--- src/rtl/lert_pkg.sv ---
package lert_pkg;

    // Table geometry.
    localparam int TABLE_DEPTH = 32;
    localparam int WORD_WIDTH  = 16;
    localparam int PAGE_W      = 8;
    localparam int IDX_W       = (TABLE_DEPTH > 1) ? $clog2(TABLE_DEPTH) : 1;
    localparam int CNT_W       = $clog2(TABLE_DEPTH + 1);

    // Stream field widths.
    localparam int KIND_W   = 3;
    localparam int STATUS_W = 3;
    localparam int USED_W   = 6;
    localparam int IN_DW    = 40;
    localparam int OUT_DW   = 32;

    // Operation kinds.
    localparam logic [KIND_W-1:0] K_READ   = 3'd0;
    localparam logic [KIND_W-1:0] K_LEARN  = 3'd1;
    localparam logic [KIND_W-1:0] K_REMOVE = 3'd2;
    localparam logic [KIND_W-1:0] K_CLEAR  = 3'd3;
    localparam logic [KIND_W-1:0] K_SET    = 3'd4;

    // Result status codes.
    localparam logic [STATUS_W-1:0] ST_NONE      = 3'd0;
    localparam logic [STATUS_W-1:0] ST_DONE      = 3'd1;
    localparam logic [STATUS_W-1:0] ST_NOT_FOUND = 3'd2;
    localparam logic [STATUS_W-1:0] ST_NO_CHANGE = 3'd3;
    localparam logic [STATUS_W-1:0] ST_CONFLICT  = 3'd4;
    localparam logic [STATUS_W-1:0] ST_STORED    = 3'd5;
    localparam logic [STATUS_W-1:0] ST_FULL      = 3'd6;
    localparam logic [STATUS_W-1:0] ST_EMPTY     = 3'd7;

    // One stored rule, without its page.
    typedef struct packed {
        logic [WORD_WIDTH-1:0] feedback;
        logic [WORD_WIDTH-1:0] prev_input;
        logic [WORD_WIDTH-1:0] in_rise;
        logic [WORD_WIDTH-1:0] in_fall;
        logic [WORD_WIDTH-1:0] out_rise;
        logic [WORD_WIDTH-1:0] out_fall;
    } t_rule;

    // Write-side commands to the rule store.
    typedef struct packed {
        logic              wr_en;
        logic              rm_en;
        logic              clr_en;
        logic [IDX_W-1:0]  idx;
        logic [PAGE_W-1:0] page;
    } t_store_ctl;

    function automatic logic [WORD_WIDTH-1:0] rise_of(input logic [WORD_WIDTH-1:0] o,
                                                       input logic [WORD_WIDTH-1:0] n);
        return (o ^ n) & n;
    endfunction

    function automatic logic [WORD_WIDTH-1:0] fall_of(input logic [WORD_WIDTH-1:0] o,
                                                       input logic [WORD_WIDTH-1:0] n);
        return (o ^ n) & o;
    endfunction

endpackage

--- src/rtl/lert_rule_store.sv ---
module lert_rule_store (
    input  logic                  i_clk,
    input  logic                  i_rst_n,
    input  logic                  i_rd_en,
    input  logic [lert_pkg::IDX_W-1:0] i_rd_addr,
    output lert_pkg::t_rule       o_rd_rule,
    output logic [lert_pkg::PAGE_W-1:0] o_rd_page,
    output logic                  o_rd_valid,
    input  lert_pkg::t_store_ctl  i_ctl,
    input  lert_pkg::t_rule       i_wr_rule
);
    import lert_pkg::*;

    t_rule             mem_rule [TABLE_DEPTH];
    logic [PAGE_W-1:0] mem_page [TABLE_DEPTH];
    logic [TABLE_DEPTH-1:0] r_valid;

    // Rule and page memories: one write port, one registered read port.
    always_ff @(posedge i_clk) begin
        if (i_ctl.wr_en) begin
            mem_rule[i_ctl.idx] <= i_wr_rule;
            mem_page[i_ctl.idx] <= i_ctl.page;
        end
        if (i_rd_en) begin
            o_rd_rule <= mem_rule[i_rd_addr];
            o_rd_page <= mem_page[i_rd_addr];
        end
    end

    // Valid bits mark used slots; an invalid slot reads back with its valid flag low.
    always_ff @(posedge i_clk) begin
        if (!i_rst_n) begin
            r_valid    <= '0;
            o_rd_valid <= 1'b0;
        end else begin
            if (i_rd_en) begin
                o_rd_valid <= r_valid[i_rd_addr];
            end
            if (i_ctl.clr_en) begin
                r_valid <= '0;
            end else if (i_ctl.wr_en) begin
                r_valid[i_ctl.idx] <= 1'b1;
            end else if (i_ctl.rm_en) begin
                r_valid[i_ctl.idx] <= 1'b0;
            end
        end
    end

`ifndef ASSERT_OFF
    // Learning only ever fills a free slot.
    a_wr_free: assert property (@(posedge i_clk) disable iff (!i_rst_n)
        i_ctl.wr_en |-> !r_valid[i_ctl.idx])
        else $error("rule written over a used slot");
    // Removal only frees a used slot.
    a_rm_used: assert property (@(posedge i_clk) disable iff (!i_rst_n)
        i_ctl.rm_en |-> r_valid[i_ctl.idx])
        else $error("rule removed from a free slot");
    // Clearing empties the whole table.
    a_clr: assert property (@(posedge i_clk) disable iff (!i_rst_n)
        i_ctl.clr_en |=> (r_valid == '0))
        else $error("table not empty after clear");
`endif

endmodule

--- src/rtl/learned_edge_rule_table.sv ---
// Learned edge rule table: a sequencer that learns rules mapping input-word
// edges (and, by page, the current output and earlier input) to output-word
// edges. Read, learn and remove walk the rule memory one slot per cycle through
// its single read port and stop early when a read, learn or remove finds a
// matching rule; a read or learn with an unchanged input, a read of an empty
// table, a learn to page zero, clear, set output and the unused kinds skip the
// walk. One operation is in work at a time, and the next beat is taken while
// the previous result still waits in the output register.
// Slot occupancy is kept in flip-flops, so the table is usable right after
// reset with no clearing pass.
module learned_edge_rule_table (
    input  logic                          i_clk,
    input  logic                          i_rst_n,
    input  logic                          i_s_axis_tvalid,
    output logic                          o_s_axis_tready,
    // [15:0] pin_value, [31:16] next_output, [39:32] rule_page
    input  logic [lert_pkg::IN_DW-1:0]    i_s_axis_tdata,
    // [2:0] kind
    input  logic [lert_pkg::KIND_W-1:0]   i_s_axis_tuser,
    output logic                          o_m_axis_tvalid,
    input  logic                          i_m_axis_tready,
    // [15:0] output_value, [18:16] status, [24:19] used_entries, [31:25] zero
    output logic [lert_pkg::OUT_DW-1:0]   o_m_axis_tdata
);
    import lert_pkg::*;

    typedef enum logic [2:0] {
        S_IDLE = 3'b001,
        S_SCAN = 3'b010,
        S_FIN  = 3'b100
    } t_state;

    t_state                r_state, n_state;
    logic [KIND_W-1:0]     r_kind;
    logic [WORD_WIDTH-1:0] r_pin, r_nxt, r_last, r_out;
    logic [PAGE_W-1:0]     r_page;
    logic [CNT_W-1:0]      r_used;
    logic [CNT_W-1:0]      r_rd_addr;
    logic                  r_cmp_vld;
    logic [IDX_W-1:0]      r_cmp_idx;
    logic                  r_hit, r_free_found;
    logic [IDX_W-1:0]      r_hit_idx, r_free_idx;
    logic [WORD_WIDTH-1:0] r_hit_out;
    logic                  r_o_valid;
    logic [OUT_DW-1:0]     r_o_data;

    // Input beat fields.
    logic [WORD_WIDTH-1:0] in_pin, in_nxt;
    logic [PAGE_W-1:0]     in_page;
    logic                  s_accept, need_scan, fin_go;

    assign in_pin  = i_s_axis_tdata[WORD_WIDTH-1:0];
    assign in_nxt  = i_s_axis_tdata[16 +: WORD_WIDTH];
    assign in_page = i_s_axis_tdata[32 +: PAGE_W];

    assign o_s_axis_tready = (r_state == S_IDLE);
    assign s_accept        = i_s_axis_tvalid && o_s_axis_tready;
    assign fin_go          = (r_state == S_FIN) && (!r_o_valid || i_m_axis_tready);

    // Only operations that look up the table walk it.
    always_comb begin
        need_scan = 1'b0;
        unique case (i_s_axis_tuser)
            K_READ:   need_scan = (in_pin != r_last) && (r_used != '0);
            K_LEARN:  need_scan = (in_pin != r_last) && (in_page != '0);
            K_REMOVE: need_scan = 1'b1;
            default:  need_scan = 1'b0;
        endcase
    end

    // Edges of the held operation.
    logic [WORD_WIDTH-1:0] rise, fall;
    logic                  changed;
    assign rise    = rise_of(r_last, r_pin);
    assign fall    = fall_of(r_last, r_pin);
    assign changed = (r_pin != r_last);

    // Rule store.
    t_rule             rd_rule, wr_rule;
    logic [PAGE_W-1:0] rd_page;
    logic              rd_valid, rd_en;
    t_store_ctl        ctl;

    assign rd_en = (r_state == S_SCAN) && (r_rd_addr != CNT_W'(TABLE_DEPTH));

    lert_rule_store u_store (
        .i_clk      (i_clk),
        .i_rst_n    (i_rst_n),
        .i_rd_en    (rd_en),
        .i_rd_addr  (r_rd_addr[IDX_W-1:0]),
        .o_rd_rule  (rd_rule),
        .o_rd_page  (rd_page),
        .o_rd_valid (rd_valid),
        .i_ctl      (ctl),
        .i_wr_rule  (wr_rule)
    );

    // Match of the slot whose data just came back.
    logic cmp_hit, scan_last;
    always_comb begin
        cmp_hit = rd_valid && (rd_rule.in_rise == rise) && (rd_rule.in_fall == fall);
        if (rd_page >= PAGE_W'(2)) begin
            cmp_hit = cmp_hit && (rd_rule.feedback == r_out);
        end
        if (rd_page >= PAGE_W'(3)) begin
            cmp_hit = cmp_hit && (rd_rule.prev_input == r_last);
        end
        cmp_hit = cmp_hit && r_cmp_vld;
    end
    assign scan_last = r_cmp_vld && (r_cmp_idx == IDX_W'(TABLE_DEPTH - 1));

    // Learned rule contents.
    always_comb begin
        wr_rule.feedback   = r_out;
        wr_rule.prev_input = r_last;
        wr_rule.in_rise    = rise;
        wr_rule.in_fall    = fall;
        wr_rule.out_rise   = rise_of(r_out, r_nxt);
        wr_rule.out_fall   = fall_of(r_out, r_nxt);
    end

    // Store commands, issued in the commit cycle.
    always_comb begin
        ctl        = '0;
        ctl.idx    = r_hit_idx;
        ctl.page   = r_page;
        if (fin_go) begin
            unique case (r_kind)
                K_LEARN: begin
                    ctl.wr_en = (r_page != '0) && changed && !r_hit && r_free_found;
                    ctl.idx   = r_free_idx;
                end
                K_REMOVE: ctl.rm_en  = r_hit;
                K_CLEAR:  ctl.clr_en = 1'b1;
                default:  ctl = ctl;
            endcase
        end
    end

    // Sequencer.
    always_comb begin
        n_state = r_state;
        unique case (r_state)
            S_IDLE: if (s_accept) n_state = need_scan ? S_SCAN : S_FIN;
            S_SCAN: if (cmp_hit || scan_last) n_state = S_FIN;
            S_FIN:  if (fin_go) n_state = S_IDLE;
            default: n_state = S_IDLE;
        endcase
    end

    // Commit: result status and state updates.
    logic [STATUS_W-1:0]   fin_status;
    logic [WORD_WIDTH-1:0] fin_out, fin_last;
    logic [CNT_W-1:0]      fin_used;
    always_comb begin
        fin_status = ST_NONE;
        fin_out    = r_out;
        fin_last   = r_last;
        fin_used   = r_used;
        unique case (r_kind)
            K_READ: begin
                if (!changed) begin
                    fin_status = ST_NO_CHANGE;
                end else if (r_used == '0) begin
                    fin_status = ST_EMPTY;
                    fin_last   = r_pin;
                end else begin
                    fin_status = r_hit ? ST_DONE : ST_NOT_FOUND;
                    fin_out    = r_hit ? r_hit_out : r_out;
                    fin_last   = r_pin;
                end
            end
            K_LEARN: begin
                if ((r_page != '0) && changed) begin
                    if (r_hit) begin
                        fin_status = ST_CONFLICT;
                    end else if (r_free_found) begin
                        fin_status = ST_STORED;
                        fin_used   = r_used + CNT_W'(1);
                    end else begin
                        fin_status = ST_FULL;
                    end
                end
            end
            K_REMOVE: begin
                fin_status = r_hit ? ST_DONE : ST_NOT_FOUND;
                if (r_hit) fin_used = r_used - CNT_W'(1);
            end
            K_CLEAR: begin
                fin_status = (r_used != '0) ? ST_DONE : ST_NONE;
                fin_used   = '0;
                fin_out    = '0;
            end
            K_SET:   fin_out = r_nxt;
            default: fin_status = ST_NONE;
        endcase
    end

    // Control registers.
    always_ff @(posedge i_clk) begin
        if (!i_rst_n) begin
            r_state   <= S_IDLE;
            r_last    <= '0;
            r_out     <= '0;
            r_used    <= '0;
            r_o_valid <= 1'b0;
            r_cmp_vld <= 1'b0;
        end else begin
            r_state   <= n_state;
            r_cmp_vld <= rd_en;
            if (fin_go) begin
                r_last    <= fin_last;
                r_out     <= fin_out;
                r_used    <= fin_used;
                r_o_valid <= 1'b1;
            end else if (i_m_axis_tready) begin
                r_o_valid <= 1'b0;
            end
        end
    end

    // Operation and scan registers.
    always_ff @(posedge i_clk) begin
        if (s_accept) begin
            r_kind       <= i_s_axis_tuser;
            r_pin        <= in_pin;
            r_nxt        <= in_nxt;
            r_page       <= in_page;
            r_rd_addr    <= '0;
            r_hit        <= 1'b0;
            r_free_found <= 1'b0;
        end else if (r_state == S_SCAN) begin
            if (rd_en) r_rd_addr <= r_rd_addr + CNT_W'(1);
            if (cmp_hit) begin
                r_hit     <= 1'b1;
                r_hit_idx <= r_cmp_idx;
                r_hit_out <= (rd_rule.feedback | rd_rule.out_rise) & ~rd_rule.out_fall;
            end
            if (r_cmp_vld && !rd_valid && !r_free_found) begin
                r_free_found <= 1'b1;
                r_free_idx   <= r_cmp_idx;
            end
        end
        r_cmp_idx <= r_rd_addr[IDX_W-1:0];
        if (fin_go) begin
            r_o_data <= {(OUT_DW - WORD_WIDTH - STATUS_W - USED_W)'(0),
                         USED_W'(fin_used), fin_status, fin_out};
        end
    end

    assign o_m_axis_tvalid = r_o_valid;
    assign o_m_axis_tdata  = r_o_data;

`ifndef ASSERT_OFF
    // The used count never passes the table depth.
    a_used_max: assert property (@(posedge i_clk) disable iff (!i_rst_n)
        r_used <= CNT_W'(TABLE_DEPTH))
        else $error("used count above table depth");
    // An accepted beat closes the input until its result is committed.
    a_one_op: assert property (@(posedge i_clk) disable iff (!i_rst_n)
        s_accept |=> !o_s_axis_tready)
        else $error("second beat taken while an operation is in work");
    // A commit waits while the previous result is still unclaimed.
    a_fin_hold: assert property (@(posedge i_clk) disable iff (!i_rst_n)
        (r_state == S_FIN) && r_o_valid && !i_m_axis_tready |=> (r_state == S_FIN))
        else $error("result register overwritten");
    // A scan never runs past the last slot.
    a_scan_end: assert property (@(posedge i_clk) disable iff (!i_rst_n)
        scan_last |=> (r_state != S_SCAN))
        else $error("scan did not end after the last slot");
`endif

endmodule

--- config.mk ---
export PLATFORM = sky130hd
export DESIGN_NAME = learned_edge_rule_table
export DESIGN_NICKNAME = d
export VERILOG_FILES = /design/src/rtl/lert_pkg.sv /design/src/rtl/lert_rule_store.sv /design/src/rtl/learned_edge_rule_table.sv
export SDC_FILE = /design/constraint.sdc
export NUM_CORES = 2
export LEC_CHECK = 0
export BUFFER_PORTS_ARGS = -buffer_cell sky130_fd_sc_hd__buf_2
export CORE_ASPECT_RATIO = 0.8
export CORE_MARGIN = 4
export CORE_UTILIZATION = 28
export DETAILED_ROUTE_END_ITERATION = 6
export PLACE_DENSITY = 0.47
export SLEW_MARGIN = 20
export SYNTH_ARGS = -nofsm -noshare
export SYNTH_HDL_FRONTEND = slang
export SYNTH_SLANG_ARGS = --single-unit
export TNS_END_PERCENT = 5
--- constraint.sdc ---
create_clock -name i_clk -period 8.48 [get_ports i_clk]
set_clock_uncertainty 0.1 [all_clocks]
set_input_delay 0.848 -clock i_clk [delete_from_list [all_inputs] [get_ports i_clk]]
set_output_delay 0.848 -clock i_clk [all_outputs]
set_load 0.05 [all_outputs]
# Yosys cells after proc, flatten, opt, wreduce, memory -nomap -nowiden

Memory sizes are Yosys's and may differ from the RTL's. A register that Yosys moved wholly into a read port is not among the register bits.
Cells that the tools add are included.

$add $sub $neg: 3
Order comparisons: 5
Equal/unequal tests: 20
Mux-type cells: 40
Bitwise gates (word level): 14
Reduce and logical (&&, ||, !) cells: 39

Operators by type and width:

| kind                | number |
|---|---|
| $and 16x16->16      | 5 |
| $eq 16x16->1        | 4 |
| $mux 16             | 4 |
| $mux 32             | 2 |
| $pmux 16 s3         | 1 |
| $and 32x32->32      | 1 |
| $ne 16x16->1        | 2 |
| $not 32->32         | 1 |
| $or 32x32->32       | 1 |
| $xor 16x16->16      | 2 |
| $mux 6              | 4 |
| $mux 3              | 7 |
| $pmux 6 s3          | 1 |
| $logic_and 1x1->1   | 17 |
| $ge 8x2->1 const B  | 2 |
| $not 16->16         | 1 |
| $or 16x16->16       | 1 |
| $reduce_bool 8->1   | 2 |
| $add 6x1->6 const B | 2 |
| $eq 3x2->1 const B  | 4 |
| $lt 5x6->1 const B  | 2 |
| $mux 1              | 12 |
| $pmux 3 s4          | 1 |
| $reduce_and 3->1    | 4 |
| 23 further kinds    | 38 |

Bits in registers: 183
Bits in writable memories: 3328
Output and inout bits: 34
Memories: 2

Memories:

| memory           | words | width | rd ports | clocked after Yosys merged registers in | wr ports | line                  | text |
|---|---|---|---|---|---|---|---|
| u_store.mem_rule | 32    | 96    | 1        | 1                                       | 1        | lert_rule_store.sv:14 | `t_rule mem_rule [TABLE_DEPTH];` |
| u_store.mem_page | 32    | 8     | 1        | 1                                       | 1        | lert_rule_store.sv:15 | `logic [PAGE_W-1:0] mem_page [TABLE_DEPTH];` |

# Logic depth before layout (Yosys ltp)

Word-level depth: 14
Mapped depth: 11
Mapped depth without buffers: 8

# Hierarchy

A second synthesis with hierarchy kept.

Cells, all modules: 5909
Area total of the unflattened synthesis: 138376.5 um^2

By module, submodules not included:

| module                  | instances | cells each | area an instance (um^2) |
|---|---|---|---|
| lert_rule_store         | 1         | 5208       | 130760.4 |
| learned_edge_rule_table | 1         | 701        | 7616.1 |

# Least setup slack after synthesis

Ideal clock, no wire load.

Kind: register to register
Start: reg r_rd_addr[1]
End: reg r_rd_addr[3]
Library setup time: 0.192 ns
Arrival time: 7.875 ns
Slack: 0.313 ns
Cell stages (with the launch flop): 12
Buffers on the path: 4
Period minus slack after synthesis: 8.167 ns
Cell sequence: dfxtp_1 clkbuf_1 buf_2 buf_1 clkbuf_1 inv_1 ha_1 nor4b_1 a21oi_1 nand4_1 xor2_1 nor2_1

Word-level cells in the longest chain between the ends: 3
Elaborated cells between the ends (all ways): 4
Those cells by class: add/sub (1); eq/ne (1); reduce/logical (2)

Ends and longest elaborated chain:

| element                    | line                           | text |
|---|---|---|
| start: declaration         | learned_edge_rule_table.sv:38  | `logic [CNT_W-1:0] r_rd_addr;` |
| start signal: assignment   | learned_edge_rule_table.sv:233 | `if (rd_en) r_rd_addr <= r_rd_addr + CNT_W'(1);` |
| $ne 6x6->1                 | learned_edge_rule_table.sv:84  | `assign rd_en = (r_state == S_SCAN) && (r_rd_addr != CNT_W'(TABLE_DEPTH));` |
| $logic_and 1x1->1          | learned_edge_rule_table.sv:84  |  |
| via rd_en                  | learned_edge_rule_table.sv:81  | `logic rd_valid, rd_en;` |
| $reduce_and 2->1 (no line) | n/a                            |  |

The timed path passes the listed nets, and every way through them passes these cells.
A chain may end at the register's enable or synchronous reset.

# Final worst setup path

Start: reg r_page[5]
End: mem u_store.mem_rule[8][41] in the netlist's numbering (enable)

Word-level cells in the longest chain between the ends: 8

Ends and longest elaborated chain:

| element                         | line                           | text |
|---|---|---|
| start: declaration              | learned_edge_rule_table.sv:36  | `logic [PAGE_W-1:0] r_page;` |
| start signal: assignment        | learned_edge_rule_table.sv:228 | `r_page <= in_page;` |
| $reduce_bool 8->1               | learned_edge_rule_table.sv:130 | `ctl.wr_en = (r_page != '0) && changed && !r_hit && r_free_found;` |
| $logic_and 1x1->1 (3 in series) | learned_edge_rule_table.sv:130 |  |
| $mux 1                          | learned_edge_rule_table.sv:128 | `unique case (r_kind)` |
| $mux 16                         | learned_edge_rule_table.sv:127 | `if (fin_go) begin` |
| $mux 1                          | lert_rule_store.sv:20          | `if (i_ctl.wr_en) begin` |
| $mux 1 (implied by the code)    | lert_rule_store.sv:21          | `mem_rule[i_ctl.idx] <= i_wr_rule;` |
| end: declaration                | lert_rule_store.sv:14          |  |

Every way passes these cells.

==> results.md <==
* Num rows at 230
* Synth Cell Area at 138000 um2
* CTS buffer count at 374
* Leakage at 47.3 nW
* Placeable Area at 492000 um2
* Initial Util at 28.2%
* Crit-path slowest cell: edfxtp_1
* Worst Path Required at 8930 ps
* Largest net degree at the start of global routing at 127
* Asr flop ratio synth at 0%
* First-pass GRT wire length at 543000 um
* Synth Register Bits at 3615
* Die width at 794 um
* Min-delay worst type: input pin to flop
* Longest Clk Path Bufs at 4
* CP Max Fanout at 76
* GRT Total Usage at 15.0%
* H-tree depth at 5
* Final Instance Area at 159000 um2
* Remaining Overflow, GRT at 0
* Most frequent cell on the critical path: buf_4
* GP Congestion at 0.760
* Most frequent cells in the layout: edfxtp_1, mux4_2, clkbuf_16, buf_4
* # resized after CTS at 0
* # IOs at 81
* Max-cap violation count at 0
* Critical path class: flop to flop
* Number of antenna violations at the first check in global routing at 18
* DRT iter0 DRCs at 7178
* Worst-path cell chain: nor4_1 > buf_4 > a211oi_1 > nand2_1 > nor4_2 > nand3_1 > inv_8 > buf_4
* Worst-margin pin slew at 1110 ps
* Cell accounting for the most synthesized area: edfxtp_1
* Worst setup SP type: flop
* WL/cell at 30.1 um
* Vias in the first global route at 65800
* Netlist cell types at 70
* Buffers added on ports at 73
* Detailed Routing Iterations Pass 1 at 5
* DR DRC count at 0
* Placed inst area at 148000 um2
* Power Dens Cells at 255 nW/um2
* Max_slew headroom at 26.0%
* Mean Syn Cell Area at 24.0 um2
* Final setup TNS at 0 ps
* Status: complete, no violations
* Sequential share of the synthesized area at 77.7%
* Cell count after synthesis at 5765
* Fin nets at 6199
* DIE AREA at 506000 um2
* Layout cell share with drive strength beyond 1 at 31.5%
* CTS clk-pin slew, worst paths at 60 ps
* CTS sink cnt at 3615
* Commonest non-fill, non-tap cell in the layout: edfxtp_1
* Final Hold Fails at 0
* Dpl hpwl at 196000 um
* Worst VDD drop at 0.176 mV
* Number of flops mapped to enable cells by yosys at 3526
* Slew Limit Fails at 0
* Unrepaired setup endpoints after global routing: no
* CP peak stage delay at 1010 ps
* Clk_lat worst skew at 960 ps
* Filler cell count at 46100
* Arrival @ worst endpoint at 5920 ps
* Top post-synthesis cells by area: edfxtp_1, mux4_2, dfxtp_1, mux2_2, clkbuf_1
* CTS Root Cell: clkbuf_16
* Final setup vio count at 0
* Total vias in the final route at 63900
* Ys flop type: edfxtp_1
* Max Freq at 0.183 GHz
* Avg Vias per Cell at 4.95
* Yosys warns at 0
* Routed Antenna Nets at 0
* Fin crit share at 64.5%
* Top-area cell type share of the netlist area at 76.5%
* CP Capture Type: flop
* Area Overhead vs Synth at 15.2%
* Die Y at 637 um
* Tmin final at 5470 ps
* Post-Route WL at 389000 um
* TritonCTS clock tree: done
-- routing by layer --
| layer | vias to the layer above | share of wire [%] | track usage, % |
|---|---|---|---|
| li1 | 25400 | - | - |
| met1 | 36000 | 46 | 22.0 |
| met2 | 1970 | 47 | 23.8 |
| met3 | 517 | 5.0 | 1.82 |
| met4 | 0 | 2.5 | 3.65 |
| met5 | - | 0 | 0 |
-- cell type report --
type                            instances  area, um2  area share, %
Tap cell                             6496       8130           5.10
Multi-Input combinational cell       1798      29500           18.5
Antenna cell                            5       12.5        0.00785
Inverter                               72        502          0.315
Clock buffer                          492      10000           6.29
Sequential cell                      3615     108000           67.5
Clock inverter                        183       1650           1.03
Timing Repair Buffer                  254       2000           1.25
-- worst paths after layout --
kind	slack [ps]	depth (start not counted)	from	to
setup / recovery	3010	8	r_page[5]$_DFFE_PP_	u_store.mem_rule[8][41]$_DFFE_PP_
hold / removal	90	1	i_s_axis_tdata[9]	r_pin[9]$_DFFE_PP_
setup reg to reg	3010	8	r_page[5]$_DFFE_PP_	u_store.mem_rule[8][41]$_DFFE_PP_
hold reg to reg	380	0	r_cmp_idx[3]$_DFF_P_	r_free_idx[3]$_DFFE_PP_
-- cells by family (layout without fill, tap and decap cells) --
kind of cell | count (synthesis) | after routing | share of synthesized area, %
compound gates | 182 | 182 | 0.874
buf+inv | 358 | 1001 | 1.17
simple gates | 308 | 308 | 1.23
xor+xnor | 86 | 86 | 0.544
other cells | 1 | 12 | 0.00271
flops | 3615 | 3615 | 77.7
fa+ha+maj | 37 | 37 | 0.334
mux | 1178 | 1178 | 18.1
-- flip-flops by register name (all words and copies together) (netlist names), 3 cells and up, named ones only --
register           flops
r_page                 8
r_hit_idx              5
r_cmp_idx              5
r_out                 16
r_state                3
r_hit_out             16
u_store.o_rd_page      8
r_last                16
r_used                 6
r_pin                 16
o_m_axis_tdata        25
u_store.o_rd_rule     96
r_free_idx             5
u_store.mem_page     256
r_kind                 3
r_rd_addr              6
r_nxt                 16
u_store.mem_rule    3072
-- metrics by stage --
stage	util (%)	instances	power, mW	worst slack, ps	hold WS, ps
after floorplan	-	5771	23.7	313	226
after global placement	30.0	12200	25.2	3010	346
after detailed placement	30.0	12200	25.2	3040	351
after CTS	32.4	12900	41.2	2970	4.91
after global routing	32.4	12900	42.2	2630	22.2
final	32.4	12900	40.7	3010	87.1
-- where the power goes --
part	internal, mW	switching, mW	leakage [nW]
registers	20.0	0.186	31.9
logic	2.10	2.38	9.69
clock network	9.06	6.94	5.69
-- critical path, delay by kind of cell, from the launching register on --
kind	cells	cell delay (ps)
buffers and inverters	3	1700
and+or+nand+nor	4	1460
DFF	1	1010
AOI/OAI and AO/OA	1	640
-- synthesized netlist by cell type, types with 19 or more instances --
cell and instances:
and2_1 21, dfxtp_1 89, mux4_2 1050, nand3_1 24
buf_6 19, buf_1 24, nor2b_1 34, nor4_1 20
buf_2 76, or2_2 19, edfxtp_1 3526, ha_1 37
clkbuf_1 157, a21oi_1 53, mux2_2 104, o21ai_0 53
nor2_1 81, nand4_1 30, xnor2_1 55, mux2i_1 23
inv_1 72, nand2_1 34, xor2_1 31
-- timing repair --
action | 4_1_cts | 5_1_grt
setup endpoints to repair | 0 | 0
hold buffers | 17 | 0
buffers inserted | 0 | 0
endpoints found under the hold margin | 17 | 0
Note: power is estimated with default switching activity, not from simulation.
